### src/mfg_pkg.sv
package mfg_pkg;

    localparam int DEF_MAX_SPHERES = 16;

    // Field saturation, 1000.0 in Q16.16
    localparam logic [25:0] FIELD_CAP = 26'd65536000;
    // Unit length in Q1.14
    localparam logic [14:0] GRAD_ONE = 15'd16384;

    localparam int ENTRY_W  = 64;
    localparam int DVD_W    = 48;   // (r*r) << 16
    localparam int DVS_W    = 35;   // sum of three squared distances
    localparam int SQ_W     = 54;   // sum of three squared differences
    localparam int ROOT_W   = 27;

    localparam logic [1:0] ACT_LOAD  = 2'd0;
    localparam logic [1:0] ACT_FIELD = 2'd1;
    localparam logic [1:0] ACT_GRAD  = 2'd2;
    localparam logic [1:0] ACT_UNDEF = 2'd3;   // no operation, all-zero result

    localparam logic CFG_SPHERE_COUNT = 1'b0;
    localparam logic CFG_STEP_SIZE    = 1'b1;

    localparam logic [4:0] RST_SPHERE_COUNT = 5'd0;
    localparam logic [7:0] RST_STEP_SIZE    = 8'd3;

    typedef struct packed {
        logic [1:0]         action;
        logic [3:0]         entry_index;
        logic signed [15:0] pos_x;
        logic signed [15:0] pos_y;
        logic signed [15:0] pos_z;
        logic [15:0]        radius;
    } t_mfg_in;

    typedef struct packed {
        logic [25:0]        field_value;
        logic signed [15:0] grad_x;
        logic signed [15:0] grad_y;
        logic signed [15:0] grad_z;
        logic               grad_degenerate;
    } t_mfg_out;

    typedef struct packed {
        logic             start;
        logic [DVD_W-1:0] dividend;
        logic [DVS_W-1:0] divisor;
    } t_div_req;

endpackage

### src/metaball_field_gradient.sv
// A load goes straight to the finish state; a field query reads, squares and
// divides per active sphere; a gradient query runs six field evaluations, the
// square sum, the root and a division per axis. One transaction at a time; the
// serial divider and the six evaluations per gradient set the pace. o_done is
// high for one cycle; o_result holds until the next start; receiver can't stall.
// Reset (synchronous, active low) clears control, sphere_count=0, step_size=3.
module metaball_field_gradient #(
    parameter int MAX_SPHERES = mfg_pkg::DEF_MAX_SPHERES
) (
    input  logic              i_clk,
    input  logic              i_rst_n,
    input  logic              start,
    input  mfg_pkg::t_mfg_in  i_item,
    output logic              busy,
    output logic              o_done,
    output mfg_pkg::t_mfg_out o_result,
    input  logic              i_cfg_we,
    input  logic              i_cfg_idx,
    input  logic [7:0]        i_cfg_data
);

    localparam int AW    = (MAX_SPHERES > 1) ? $clog2(MAX_SPHERES) : 1;
    localparam int CNT_W = $clog2(MAX_SPHERES + 1);

    typedef enum logic [3:0] {
        S_IDLE, S_EVAL, S_RD, S_MX, S_MY, S_MZ, S_MR, S_DIV,
        S_FDONE, S_SQ, S_SQRT, S_NDIV, S_NWAIT, S_FIN
    } t_state;

    t_state r_state;

    // configuration
    logic [4:0] r_sphere_count;
    logic [7:0] r_step_size;

    // transaction
    logic [1:0]         r_act;
    logic signed [15:0] r_bx, r_by, r_bz;
    mfg_pkg::t_mfg_out  r_res;
    logic               r_done;

    // field evaluation
    logic [CNT_W-1:0] r_idx;
    logic [2:0]       r_k;      // gradient eval: axis = k>>1, k[0] = minus side
    logic [34:0]      r_d2;
    logic [25:0]      r_sum;
    logic [25:0]      r_fa;

    // gradient
    logic signed [26:0] r_g [3];
    logic [1:0]         r_ax;
    logic [53:0]        r_sq;
    logic [53:0]        r_rad;
    logic [27:0]        r_rem;
    logic [26:0]        r_root;
    logic [4:0]         r_scnt;

    // table
    logic [63:0]       w_rdata;
    logic              w_we;
    logic [AW-1:0]     w_waddr;
    logic [AW-1:0]     w_raddr;

    // datapath
    logic [CNT_W-1:0]    w_n;
    logic signed [16:0]  w_off, w_px, w_py, w_pz;
    logic signed [17:0]  w_dx, w_dy, w_dz;
    logic signed [26:0]  w_ma;
    logic signed [53:0]  w_prod;
    logic [53:0]         w_sqn;
    logic [26:0]         w_sum_t;
    logic [29:0]         w_rsh, w_trial, w_rdiff;
    logic signed [26:0]  w_gsel;
    logic [26:0]         w_mag;
    logic [14:0]         w_c;
    logic signed [15:0]  w_comp;

    mfg_pkg::t_div_req          w_req;
    logic                       w_div_done;
    logic [mfg_pkg::DVD_W-1:0]  w_quot;

    assign busy   = (r_state != S_IDLE);
    assign o_done = r_done;
    assign o_result = r_res;

    // Table write straight from the accepted load; out-of-range slots dropped.
    assign w_we    = start && !busy && (i_item.action == mfg_pkg::ACT_LOAD)
                     && (int'(i_item.entry_index) < MAX_SPHERES);
    assign w_waddr = AW'(i_item.entry_index);
    assign w_raddr = r_idx[AW-1:0];

    mfg_ram #(
        .WIDTH(mfg_pkg::ENTRY_W),
        .DEPTH(MAX_SPHERES),
        .AW   (AW)
    ) u_table (
        .i_clk  (i_clk),
        .i_we   (w_we),
        .i_waddr(w_waddr),
        .i_wdata({i_item.radius, i_item.pos_z, i_item.pos_y, i_item.pos_x}),
        .i_raddr(w_raddr),
        .o_rdata(w_rdata)
    );

    mfg_div #(
        .N(mfg_pkg::DVD_W),
        .D(mfg_pkg::DVS_W)
    ) u_div (
        .i_clk  (i_clk),
        .i_rst_n(i_rst_n),
        .i_req  (w_req),
        .o_done (w_div_done),
        .o_quot (w_quot)
    );

    always_comb begin
        // active count clamps at table depth
        if (int'(r_sphere_count) > MAX_SPHERES) begin
            w_n = CNT_W'(MAX_SPHERES);
        end else begin
            w_n = CNT_W'(r_sphere_count);
        end

        // sample point: base plus/minus step on the current axis
        w_off = '0;
        if (r_act == mfg_pkg::ACT_GRAD) begin
            w_off = r_k[0] ? -$signed({9'd0, r_step_size}) : $signed({9'd0, r_step_size});
        end
        w_px = {r_bx[15], r_bx} + ((r_k[2:1] == 2'd0) ? w_off : 17'sd0);
        w_py = {r_by[15], r_by} + ((r_k[2:1] == 2'd1) ? w_off : 17'sd0);
        w_pz = {r_bz[15], r_bz} + ((r_k[2:1] == 2'd2) ? w_off : 17'sd0);

        w_dx = {w_px[16], w_px} - {{2{w_rdata[15]}}, w_rdata[15:0]};
        w_dy = {w_py[16], w_py} - {{2{w_rdata[31]}}, w_rdata[31:16]};
        w_dz = {w_pz[16], w_pz} - {{2{w_rdata[47]}}, w_rdata[47:32]};

        w_gsel = r_g[r_ax];

        // every product here is a square: one shared multiplier
        case (r_state)
            S_MX:    w_ma = 27'(w_dx);
            S_MY:    w_ma = 27'(w_dy);
            S_MZ:    w_ma = 27'(w_dz);
            S_MR:    w_ma = $signed({11'd0, w_rdata[63:48]});
            S_SQ:    w_ma = w_gsel;
            default: w_ma = '0;
        endcase
        w_prod = w_ma * w_ma;

        w_sqn   = r_sq + 54'(w_prod);
        w_sum_t = {1'b0, r_sum} + {1'b0, w_quot[25:0]};

        // one root bit per cycle
        w_rsh   = {r_rem, r_rad[53:52]};
        w_trial = {1'b0, r_root, 2'b01};
        w_rdiff = w_rsh - w_trial;

        w_mag = w_gsel[26] ? 27'(-w_gsel) : 27'(w_gsel);
        w_c   = (w_quot > mfg_pkg::DVD_W'(mfg_pkg::GRAD_ONE)) ? mfg_pkg::GRAD_ONE
                                                                : w_quot[14:0];
        w_comp = w_gsel[26] ? -$signed({1'b0, w_c}) : $signed({1'b0, w_c});

        w_req.start    = 1'b0;
        w_req.dividend = '0;
        w_req.divisor  = '0;
        if (r_state == S_MR && r_d2 != '0) begin
            w_req.start    = 1'b1;
            w_req.dividend = {w_prod[31:0], 16'd0};
            w_req.divisor  = r_d2;
        end else if (r_state == S_NDIV) begin
            w_req.start    = 1'b1;
            w_req.dividend = mfg_pkg::DVD_W'({w_mag[25:0], 14'd0});
            w_req.divisor  = mfg_pkg::DVS_W'(r_root);
        end
    end

    // configuration port
    always_ff @(posedge i_clk) begin
        if (!i_rst_n) begin
            r_sphere_count <= mfg_pkg::RST_SPHERE_COUNT;
            r_step_size    <= mfg_pkg::RST_STEP_SIZE;
        end else if (i_cfg_we) begin
            case (i_cfg_idx)
                mfg_pkg::CFG_SPHERE_COUNT: r_sphere_count <= i_cfg_data[4:0];
                mfg_pkg::CFG_STEP_SIZE:    r_step_size    <= i_cfg_data;
                default: ;
            endcase
        end
    end

    // control and registered outputs
    always_ff @(posedge i_clk) begin
        if (!i_rst_n) begin
            r_state <= S_IDLE;
            r_done  <= 1'b0;
        end else begin
            r_done <= 1'b0;
            case (r_state)
                S_IDLE: begin
                    if (start) begin
                        r_act <= i_item.action;
                        r_bx  <= i_item.pos_x;
                        r_by  <= i_item.pos_y;
                        r_bz  <= i_item.pos_z;
                        r_k   <= '0;
                        r_res <= '0;
                        if (i_item.action == mfg_pkg::ACT_FIELD
                            || i_item.action == mfg_pkg::ACT_GRAD) begin
                            r_state <= S_EVAL;
                        end else begin
                            r_state <= S_FIN;
                        end
                    end
                end
                S_EVAL: begin
                    r_sum <= '0;
                    r_idx <= '0;
                    r_state <= (w_n == '0) ? S_FDONE : S_RD;
                end
                S_RD: r_state <= S_MX;
                S_MX: begin
                    r_d2    <= 35'(w_prod);
                    r_state <= S_MY;
                end
                S_MY: begin
                    r_d2    <= r_d2 + 35'(w_prod);
                    r_state <= S_MZ;
                end
                S_MZ: begin
                    r_d2    <= r_d2 + 35'(w_prod);
                    r_state <= S_MR;
                end
                S_MR: begin
                    // point on a centre: field is exactly the cap
                    if (r_d2 == '0) begin
                        r_sum   <= mfg_pkg::FIELD_CAP;
                        r_state <= S_FDONE;
                    end else begin
                        r_state <= S_DIV;
                    end
                end
                S_DIV: begin
                    if (w_div_done) begin
                        if (w_quot >= mfg_pkg::DVD_W'(mfg_pkg::FIELD_CAP)
                            || w_sum_t >= 27'(mfg_pkg::FIELD_CAP)) begin
                            r_sum <= mfg_pkg::FIELD_CAP;
                        end else begin
                            r_sum <= w_sum_t[25:0];
                        end
                        r_idx <= r_idx + 1'b1;
                        r_state <= (r_idx + 1'b1 == w_n) ? S_FDONE : S_RD;
                    end
                end
                S_FDONE: begin
                    if (r_act == mfg_pkg::ACT_FIELD) begin
                        r_res.field_value <= r_sum;
                        r_state <= S_FIN;
                    end else begin
                        if (!r_k[0]) begin
                            r_fa <= r_sum;
                        end else begin
                            r_g[r_k[2:1]] <= $signed({1'b0, r_fa}) - $signed({1'b0, r_sum});
                        end
                        if (r_k == 3'd5) begin
                            r_ax    <= '0;
                            r_sq    <= '0;
                            r_state <= S_SQ;
                        end else begin
                            r_k     <= r_k + 1'b1;
                            r_state <= S_EVAL;
                        end
                    end
                end
                S_SQ: begin
                    r_sq <= w_sqn;
                    if (r_ax == 2'd2) begin
                        if (w_sqn == '0) begin
                            r_res.grad_degenerate <= 1'b1;
                            r_state <= S_FIN;
                        end else begin
                            r_rad   <= w_sqn;
                            r_rem   <= '0;
                            r_root  <= '0;
                            r_scnt  <= 5'(mfg_pkg::ROOT_W);
                            r_state <= S_SQRT;
                        end
                    end else begin
                        r_ax <= r_ax + 1'b1;
                    end
                end
                S_SQRT: begin
                    r_rad <= {r_rad[51:0], 2'b00};
                    if (!w_rdiff[29]) begin
                        r_rem  <= w_rdiff[27:0];
                        r_root <= {r_root[25:0], 1'b1};
                    end else begin
                        r_rem  <= w_rsh[27:0];
                        r_root <= {r_root[25:0], 1'b0};
                    end
                    r_scnt <= r_scnt - 1'b1;
                    if (r_scnt == 5'd1) begin
                        r_ax    <= '0;
                        r_state <= S_NDIV;
                    end
                end
                S_NDIV: r_state <= S_NWAIT;
                S_NWAIT: begin
                    if (w_div_done) begin
                        case (r_ax)
                            2'd0:    r_res.grad_x <= w_comp;
                            2'd1:    r_res.grad_y <= w_comp;
                            default: r_res.grad_z <= w_comp;
                        endcase
                        if (r_ax == 2'd2) begin
                            r_state <= S_FIN;
                        end else begin
                            r_ax    <= r_ax + 1'b1;
                            r_state <= S_NDIV;
                        end
                    end
                end
                S_FIN: begin
                    r_done  <= 1'b1;
                    r_state <= S_IDLE;
                end
                default: r_state <= S_IDLE;
            endcase
        end
    end

endmodule

### src/mfg_ram.sv
module mfg_ram #(
    parameter int WIDTH = 64,
    parameter int DEPTH = 16,
    parameter int AW    = (DEPTH > 1) ? $clog2(DEPTH) : 1
) (
    input  logic             i_clk,
    input  logic             i_we,
    input  logic [AW-1:0]    i_waddr,
    input  logic [WIDTH-1:0] i_wdata,
    input  logic [AW-1:0]    i_raddr,
    output logic [WIDTH-1:0] o_rdata
);

    logic [WIDTH-1:0] r_mem [DEPTH];
    logic [WIDTH-1:0] r_rdata;

    always_ff @(posedge i_clk) begin
        if (i_we) begin
            r_mem[i_waddr] <= i_wdata;
        end
        r_rdata <= r_mem[i_raddr];
    end

    assign o_rdata = r_rdata;

endmodule

### src/mfg_div.sv
// Restoring divider, one quotient bit per cycle.
module mfg_div #(
    parameter int N = mfg_pkg::DVD_W,
    parameter int D = mfg_pkg::DVS_W
) (
    input  logic                  i_clk,
    input  logic                  i_rst_n,
    input  mfg_pkg::t_div_req     i_req,
    output logic                  o_done,
    output logic [N-1:0]          o_quot
);

    localparam int CW = $clog2(N + 1);

    logic          r_busy;
    logic          r_done;
    logic [CW-1:0] r_cnt;
    logic [D-1:0]  r_rem;
    logic [D-1:0]  r_dvs;
    logic [N-1:0]  r_q;

    logic [D:0]    w_sh;
    logic [D+1:0]  w_diff;
    logic          w_ge;

    always_comb begin
        w_sh   = {r_rem, r_q[N-1]};
        w_diff = {1'b0, w_sh} - {2'b00, r_dvs};
        w_ge   = ~w_diff[D+1];
    end

    always_ff @(posedge i_clk) begin
        if (!i_rst_n) begin
            r_busy <= 1'b0;
            r_done <= 1'b0;
            r_cnt  <= '0;
        end else begin
            r_done <= 1'b0;
            if (i_req.start) begin
                r_busy <= 1'b1;
                r_cnt  <= CW'(N);
            end else if (r_busy) begin
                r_cnt <= r_cnt - 1'b1;
                if (r_cnt == CW'(1)) begin
                    r_busy <= 1'b0;
                    r_done <= 1'b1;
                end
            end
        end
    end

    always_ff @(posedge i_clk) begin
        if (i_req.start) begin
            r_q   <= N'(i_req.dividend);
            r_dvs <= D'(i_req.divisor);
            r_rem <= '0;
        end else if (r_busy) begin
            r_rem <= w_ge ? w_diff[D-1:0] : w_sh[D-1:0];
            r_q   <= {r_q[N-2:0], w_ge};
        end
    end

    assign o_done = r_done;
    assign o_quot = r_q;

endmodule

### config.mk
export PLATFORM = sky130hd
export DESIGN_NAME = metaball_field_gradient
export DESIGN_NICKNAME = d
export VERILOG_FILES = /design/src/mfg_pkg.sv /design/src/metaball_field_gradient.sv /design/src/mfg_ram.sv /design/src/mfg_div.sv
export SDC_FILE = /design/constraint.sdc
export NUM_CORES = 2
export LEC_CHECK = 0
export BUFFER_PORTS_ARGS = -buffer_cell sky130_fd_sc_hd__buf_2
export CAP_MARGIN = 20
export CORE_MARGIN = 2
export CORE_UTILIZATION = 31
export DETAILED_ROUTE_END_ITERATION = 16
export MAX_ROUTING_LAYER = met4
export PLACE_DENSITY = 0.44
export SLEW_MARGIN = 20
export SYNTH_ARGS = -nofsm -noshare
export SYNTH_HDL_FRONTEND = slang
export SYNTH_HIERARCHICAL = 1
export SYNTH_SLANG_ARGS = --single-unit
export TNS_END_PERCENT = 1
### constraint.sdc
create_clock -name i_clk -period 24.5 [get_ports i_clk]
set_input_delay 1.225 -clock i_clk [delete_from_list [all_inputs] [get_ports i_clk]]
set_output_delay 1.225 -clock i_clk [all_outputs]
set_load 0.02 [all_outputs]
# After elaboration in Yosys (flattened, before gate mapping)
# Memories as Yosys holds them, arrays and structs flattened. A register that Yosys moved wholly into a read port is not among the register bits.
# Index checks and enable logic that the tools add are counted.
[classes] add_sub_neg=20 multipliers=1 order_cmp=4 eq_ne=40 muxes=89 n_bitwise=6 reduce_logical=46
[ops] cell="$mux 54" n=4
[ops] cell="$pmux 54 s2" n=2
[ops] cell="$mux 84" n=2
[ops] cell="$mux 48" n=3
[ops] cell="$pmux 27 s5" n=1
[ops] cell="$mux 26" n=5
[ops] cell="$pmux 48 s2" n=1
[ops] cell="$mux 17" n=5
[ops] cell="$mux 28" n=3
[ops] cell="$pmux 26 s3" n=1
[ops] cell="$mux 75" n=1
[ops] cell="$pmux 35 s2" n=1
[ops] cell="$mux 16" n=4
[ops] cell="$pmux 28 s2" n=1
[ops] cell="$add 54x54->54" n=1
[ops] cell="$logic_not 54->1" n=1
[ops] cell="$mul 27x27->54" n=1
[ops] cell="$mux 27" n=2
[ops] cell="$pmux 27 s2" n=1
[ops] cell="$sub 17x16->18" n=3
[ops] cell="$pmux 26 s2" n=1
[ops] cell="$pmux 4 s13" n=1
[ops] cell="$add 17x17->17" n=3
[ops] cell="$ge 48x26->1 const B" n=1
[ops] cell="59 further kinds" n=157
[totals] reg_bits=534 mem_bits_rw=1105 in_bits=83 out_inout_bits=77 mem_count=2
[memory_table] memory="u_table.r_mem" depth=16 word_bits=64 read_ports=1 rd_ports_with_merged_regs=1 write_ports=1 line_no="mfg_ram.sv:14" source="logic [WIDTH-1:0] r_mem [DEPTH];"
[memory_table] memory="r_g" depth=3 word_bits=27 read_ports=1 rd_ports_with_merged_regs=1 write_ports=1 line_no="metaball_field_gradient.sv:50" source="logic signed [26:0] r_g [3];"

# Longest topological paths before layout
[depth] word_depth=13 depth_mapped=73 depth_no_buf=70

# Modules after synthesis
# The synthesis kept the hierarchy.
[by_module_without_submodules] mod="metaball_field_gradient" instances=1 cells_per_inst=6040 area_per_inst_um2=56954.6
[by_module_without_submodules] mod="mfg_ram" instances=1 cells_per_inst=1647 area_per_inst_um2=39583.0
[by_module_without_submodules] mod="mfg_div" instances=1 cells_per_inst=700 area_per_inst_um2=7302.0

# Worst setup path after synthesis
# No wires, ideal clock.
[synth_path] path_kind="register to register" startpoint="reg r_k[2]" endpoint="reg r_rad[0] (enable)" setup_ps=588 arrival_time_ps=18331 required_time_ps=23912 path_slack_ps=5580 path_stages_with_launch=62 path_buffers=5 synth_period_minus_slack_ps=18920 cell_sequence="edfxtp_1 > clkbuf_1 > nand2b_1 > clkbuf_1 > clkbuf_1 > nor2_1 > ha_1 > nor2b_1 > o21ai_0 > a21boi_0 > o21ai_0 > a21boi_0 > o21ai_0 > a21boi_0 > o21ai_0 > nand2b_1 > a31o_2 > a211o_1 > [... 26 more ...] > a21oi_1 > a41oi_1 > o21ai_0 > xor2_1 > ha_1 > clkbuf_1 > a21o_1 > a2111oi_0 > nor3_1 > nor3_1 > nand4b_1 > a221oi_2 > o21ai_1 > xnor2_1 > a221oi_1 > nand4_1 > a21oi_1 > nor2_1"
[synth_via] elab_chain_cells=10
[synth_lines] item="start: declaration" line_no="metaball_field_gradient.sv:44" source="logic [2:0] r_k;"
[synth_lines] item="start signal: assignment" line_no="metaball_field_gradient.sv:269" source="r_k <= r_k + 1'b1;"
[synth_lines] item="$eq 2x2->1, or another cell as far along" line_no="metaball_field_gradient.sv:131" source="w_pz = {r_bz[15], r_bz} + ((r_k[2:1] == 2'd2) ? w_off : 17'sd0);"
[synth_lines] item="$mux 17 (on tied branches)" line_no="metaball_field_gradient.sv:131, metaball_field_gradient.sv:129, metaball_field_gradient.sv:130"
[synth_lines] item="$add 17x17->17 (on tied branches)" line_no="metaball_field_gradient.sv:131, metaball_field_gradient.sv:129, metaball_field_gradient.sv:130"
[synth_lines] item="$sub 17x16->18 (on tied branches)" line_no="metaball_field_gradient.sv:135, metaball_field_gradient.sv:133, metaball_field_gradient.sv:134"
[synth_lines] item="$pmux 27 s5 *" line_no="metaball_field_gradient.sv:140" source="case (r_state)"
[synth_lines] item="$mul 27x27->54 *" line_no="metaball_field_gradient.sv:148" source="w_prod = w_ma * w_ma;"
[synth_lines] item="$add 54x54->54 *" line_no="metaball_field_gradient.sv:150" source="w_sqn = r_sq + 54'(w_prod);"
[synth_lines] item="$logic_not 54->1 *" line_no="metaball_field_gradient.sv:277" source="if (w_sqn == '0) begin"
[synth_lines] item="$ne 2x2->1 (no line) *"
[synth_lines] item="$reduce_and 4->1 (no line) *"
[synth_lines] item="end signal: assignment" line_no="metaball_field_gradient.sv:281" source="r_rad <= w_sqn;"
[synth_lines] item="end signal: assignment" line_no="metaball_field_gradient.sv:292" source="r_rad <= {r_rad[51:0], 2'b00};"
[synth_lines] item="end: declaration" line_no="metaball_field_gradient.sv:53" source="logic [53:0] r_rad;"
# Every way passes the cells marked *; elsewhere a longest branch is shown, timed or not.
# A chain may end at the register's enable or synchronous reset.

# Worst setup path in the final report
[layout_path] startpoint="reg r_act[0]" endpoint="reg r_root[20] (enable)"
[layout_via] elab_chain_cells=11
[layout_lines] item="start: declaration" line_no="metaball_field_gradient.sv:37" source="logic [1:0] r_act;"
[layout_lines] item="start signal: assignment" line_no="metaball_field_gradient.sv:201" source="r_act <= i_item.action;"
[layout_lines] item="$eq 2x2->1 *" line_no="metaball_field_gradient.sv:126" source="if (r_act == mfg_pkg::ACT_GRAD) begin"
[layout_lines] item="$mux 17 *" line_no="metaball_field_gradient.sv:126"
[layout_lines] item="$mux 17 (on tied branches)" line_no="metaball_field_gradient.sv:131, metaball_field_gradient.sv:129, metaball_field_gradient.sv:130"
[layout_lines] item="$add 17x17->17 (on tied branches)" line_no="metaball_field_gradient.sv:131, metaball_field_gradient.sv:129, metaball_field_gradient.sv:130"
[layout_lines] item="$sub 17x16->18 (on tied branches)" line_no="metaball_field_gradient.sv:135, metaball_field_gradient.sv:133, metaball_field_gradient.sv:134"
[layout_lines] item="$pmux 27 s5 *" line_no="metaball_field_gradient.sv:140"
[layout_lines] item="$mul 27x27->54 *" line_no="metaball_field_gradient.sv:148"
[layout_lines] item="$add 54x54->54 *" line_no="metaball_field_gradient.sv:150"
[layout_lines] item="$logic_not 54->1 *" line_no="metaball_field_gradient.sv:277"
[layout_lines] item="$ne 2x2->1 (no line) *"
[layout_lines] item="$reduce_and 4->1 (no line) *"
[layout_lines] item="end signal: assignment" line_no="metaball_field_gradient.sv:295" source="r_root <= {r_root[25:0], 1'b1};"
[layout_lines] item="end signal: assignment" line_no="metaball_field_gradient.sv:298" source="r_root <= {r_root[25:0], 1'b0};"
[layout_lines] item="end: declaration" line_no="metaball_field_gradient.sv:55" source="logic [26:0] r_root;"
# Marks and branches as above.

==> flow_metrics.py <==
metrics = {
    "outcome": {
        "outcome": "complete, no violations",
    },
    "critical_path": {
        "crit_fanout": 60,
        "worst-path-buf-inv": 11,
        "criticalPathCategory": "flip-flop to flip-flop",
        "worst_ep_arrival_time_ns": 20.06,
        "crit_required_ns": 24.95,
        "crit_slowest_cell": "clkinv_1",
        "cp-start-kind": "flip-flop",
        "critPathTopFamily": "compound AO/OA/AOI/OAI gates",
        "crit_path_frequent_cell": "fa_1",
        "endpoint_kind": "flip-flop",
        "crit_path_max_incr_delay_ns": 0.86,
    },
    "logic_synthesis": {
        "synth_commonest_cells": "1578 x edfxtp_1, 939 x inv_1, 766 x nand2_1, 720 x fa_1, 703 x nor2_1",
        "synth_largest_area_cell": "edfxtp_1",
        "synth-edff-count": 1578,
        "yosys_most_used_dff": "edfxtp_1",
        "synth.area.top_cells": "edfxtp_1 46%, fa_1 14%, ha_1 5.8%, mux4_2 5.6%, inv_1 3.4%",
        "ys_seq_elements": 1705,
        "postSynthCellCount": 8387,
        "synth.most_common_cell": "edfxtp_1",
        "yosysWarnings": 6,
        "async_reset_ff_frac": 0,
        "yosysSeqAreaShare": 0.481,
        "synth_cell_types": 102,
        "syn-cell-area_um2": 104000,
        "synth_top_area_share": 0.456,
        "syn_avg_cell_area_um2": 12.4,
    },
    "sta": {
        "finalSetupViolCount": 0,
        "period_share": 0.800,
        "fmax_ghz": 0.0510,
        "finalHoldViolations": 0,
        "final.setup_skew_ns": 0.102,
        "relSlewSlack": 0.237,
        "fin_ws_ns": 4.89,
        "drv_slew": 0,
        "tightestPinTransition_ns": 1.14,
        "tns_ns": 0,
        "rsz0062_at_grt": "no",
        "fin_crit_ns": 19.61,
    },
    "pwr": {
        "ir_drop_mv": 0.100,
        "powerDensity_nw_per_um2": 121,
        "power_mw": 14.0,
        "power_leakage_nw": 41.7,
    },
    "detailed_routing": {
        "drt-vias-per-instance": 5.08,
        "drc": 0,
        "num_vias": 66654,
        "wl_per_cell_um": 24.6,
        "firstDrtPassIters": 6,
        "wirelength_mm": 323,
        "antenna_left": 0,
        "drt_iter0_markers": 4692,
    },
    "clocking": {
        "cts_root_buf": "clkbuf_16",
        "clock_path_buffers": 4,
        "post_cts_resized": 0,
        "cts_tree": "yes",
        "cts_setup_buffers": 0,
        "clk_pin_slew_ns": 0.05,
        "cts_hold_buf": 0,
        "cts_buffers": 192,
        "cts_sinks": 1705,
        "clock_latency_ns": 0.88,
        "htree_levels": 4,
    },
    "placed_design": {
        "place.gp.congestion": 0.888,
        "io_buffers": 159,
        "pre_cts_slack_ns": 4.97,
        "dp_hpwl_mm": 225,
    },
    "floorplanning": {
        "die_x_um": 583,
        "die_h_um": 583,
        "dieArea_um2": 340000,
        "core_region_area_um2": 333000,
        "ios": 160,
        "rows": 212,
        "initial_utilization": 0.311,
    },
    "min_path": {
        "hold_class": "flip-flop to flip-flop",
    },
    "layout": {
        "nets": 9859,
        "syn_to_final_growth_pct": 12.1,
        "drive_above_1_share": 0.118,
    },
    "global_routing": {
        "grt_max_degree": 116,
        "grt.overflow.total": 0,
        "antenna_found_initial": 43,
        "grt_use_total": 0.194,
        "grt_pass1_vias": 69532,
        "grt_pass1_wl_mm": 475,
    },
    "run": {
        "cap_violations": 0,
    },
}
## worst reg2reg max path, delay by kind of cell (launching register included)
kind,cells,cell delay (ns)
AOI/OAI and AO/OA,30,6.45
adders and majority gates,12,5.02
and+or+nand+nor,14,3.69
buffers and inverters,11,2.82
xor gates and xnor gates,3,0.86
DFF,1,0.38
## registers in the layout (all words and copies together) (netlist names), 28 cells and up, named ones only
name / count
o_result: 75
r_d2: 35
r_g: 81
r_rad: 54
r_rem: 28
r_sq: 54
u_div/o_quot: 48
u_div/r_dvs: 35
u_div/r_rem: 35
u_table/o_rdata: 64
u_table/r_mem: 1024
## layout by cell type (no fill, tap or decap), drive strengths merged, types with 134 or more instances in the layout
master / Yosys / routed
clkbuf: 231 / 263
inv: 942 / 949
edfxtp: 1578 / 1578
a21oi: 341 / 341
buf: 100 / 315
o21ai: 319 / 319
nand2: 766 / 766
fa: 720 / 720
mux4: 256 / 256
a22oi: 135 / 135
a21o: 134 / 134
xnor2: 236 / 236
nor2: 703 / 703
ha: 478 / 478
## worst paths after layout
check                                from                            to  slack [ns]  cells past startpoint
max                    r_act[0]$_DFFE_PP_      r_root[20]$_SDFFCE_PN0P_        4.89                     70
min          u_div/r_rem[34]$_SDFFE_PP0P_  u_div/r_rem[34]$_SDFFE_PP0P_        0.49                      2
max reg2reg            r_act[0]$_DFFE_PP_      r_root[20]$_SDFFCE_PN0P_        4.89                     70
min reg2reg  u_div/r_rem[34]$_SDFFE_PP0P_  u_div/r_rem[34]$_SDFFE_PP0P_        0.49                      2
## layer usage
metal / routed length, um / part of all wire / GRT usage / vias up
li1: - / - / - / 30101
met1: 142000 / 0.44 / 0.250 / 34672
met2: 161000 / 0.50 / 0.328 / 1462
met3: 11900 / 0.037 / 0.0209 / 419
met4: 8100 / 0.025 / 0.0461 / 0
met5: 0 / 0 / - / -
## cells by family after synthesis
| kind of cell | Yosys count | synth area share |
|---|---|---|
| multiplexers | 348 | 0.0650 |
| flip-flops | 1705 | 0.481 |
| AO/OA/AOI/OAI | 1399 | 0.0896 |
| other | 1 | 0.0000361 |
| AND/OR/NAND/NOR | 2110 | 0.0904 |
| buffers and inverters | 1278 | 0.0483 |
| adder cells (fa/ha/maj) | 1198 | 0.196 |
| XOR/XNOR | 348 | 0.0294 |
## layout make-up
cell class,instances,area (um2)
Antenna cell,18,45.0
Clock buffer,263,5240
Clock inverter,79,805
Fill cell,32641,217000
Inverter,947,3550
Multi-Input combinational cell,5417,49300
Sequential cell,1705,49900
Tap cell,4387,5490
Timing Repair Buffer,315,1990
## per-stage QoR
step	instances	hold WS [ns]	util	cell area, um2
6_report	13131	0.490	0.349	116000
3_5_place_dp	12771	0.482	0.331	110000
2_1_floorplan	8400	0.457	-	104000
4_1_cts	13113	0.491	0.349	116000
5_1_grt	13129	0.521	0.349	116000
3_3_place_gp	12770	0.481	0.331	110000
## power breakdown
part	internal (mW)	switching [mW]	leakage, nW
clock	1.64	1.19	2.96
sequential	3.55	0.151	15.4
combinational	2.68	4.83	23.4
(Power assumes the default switching activity.)
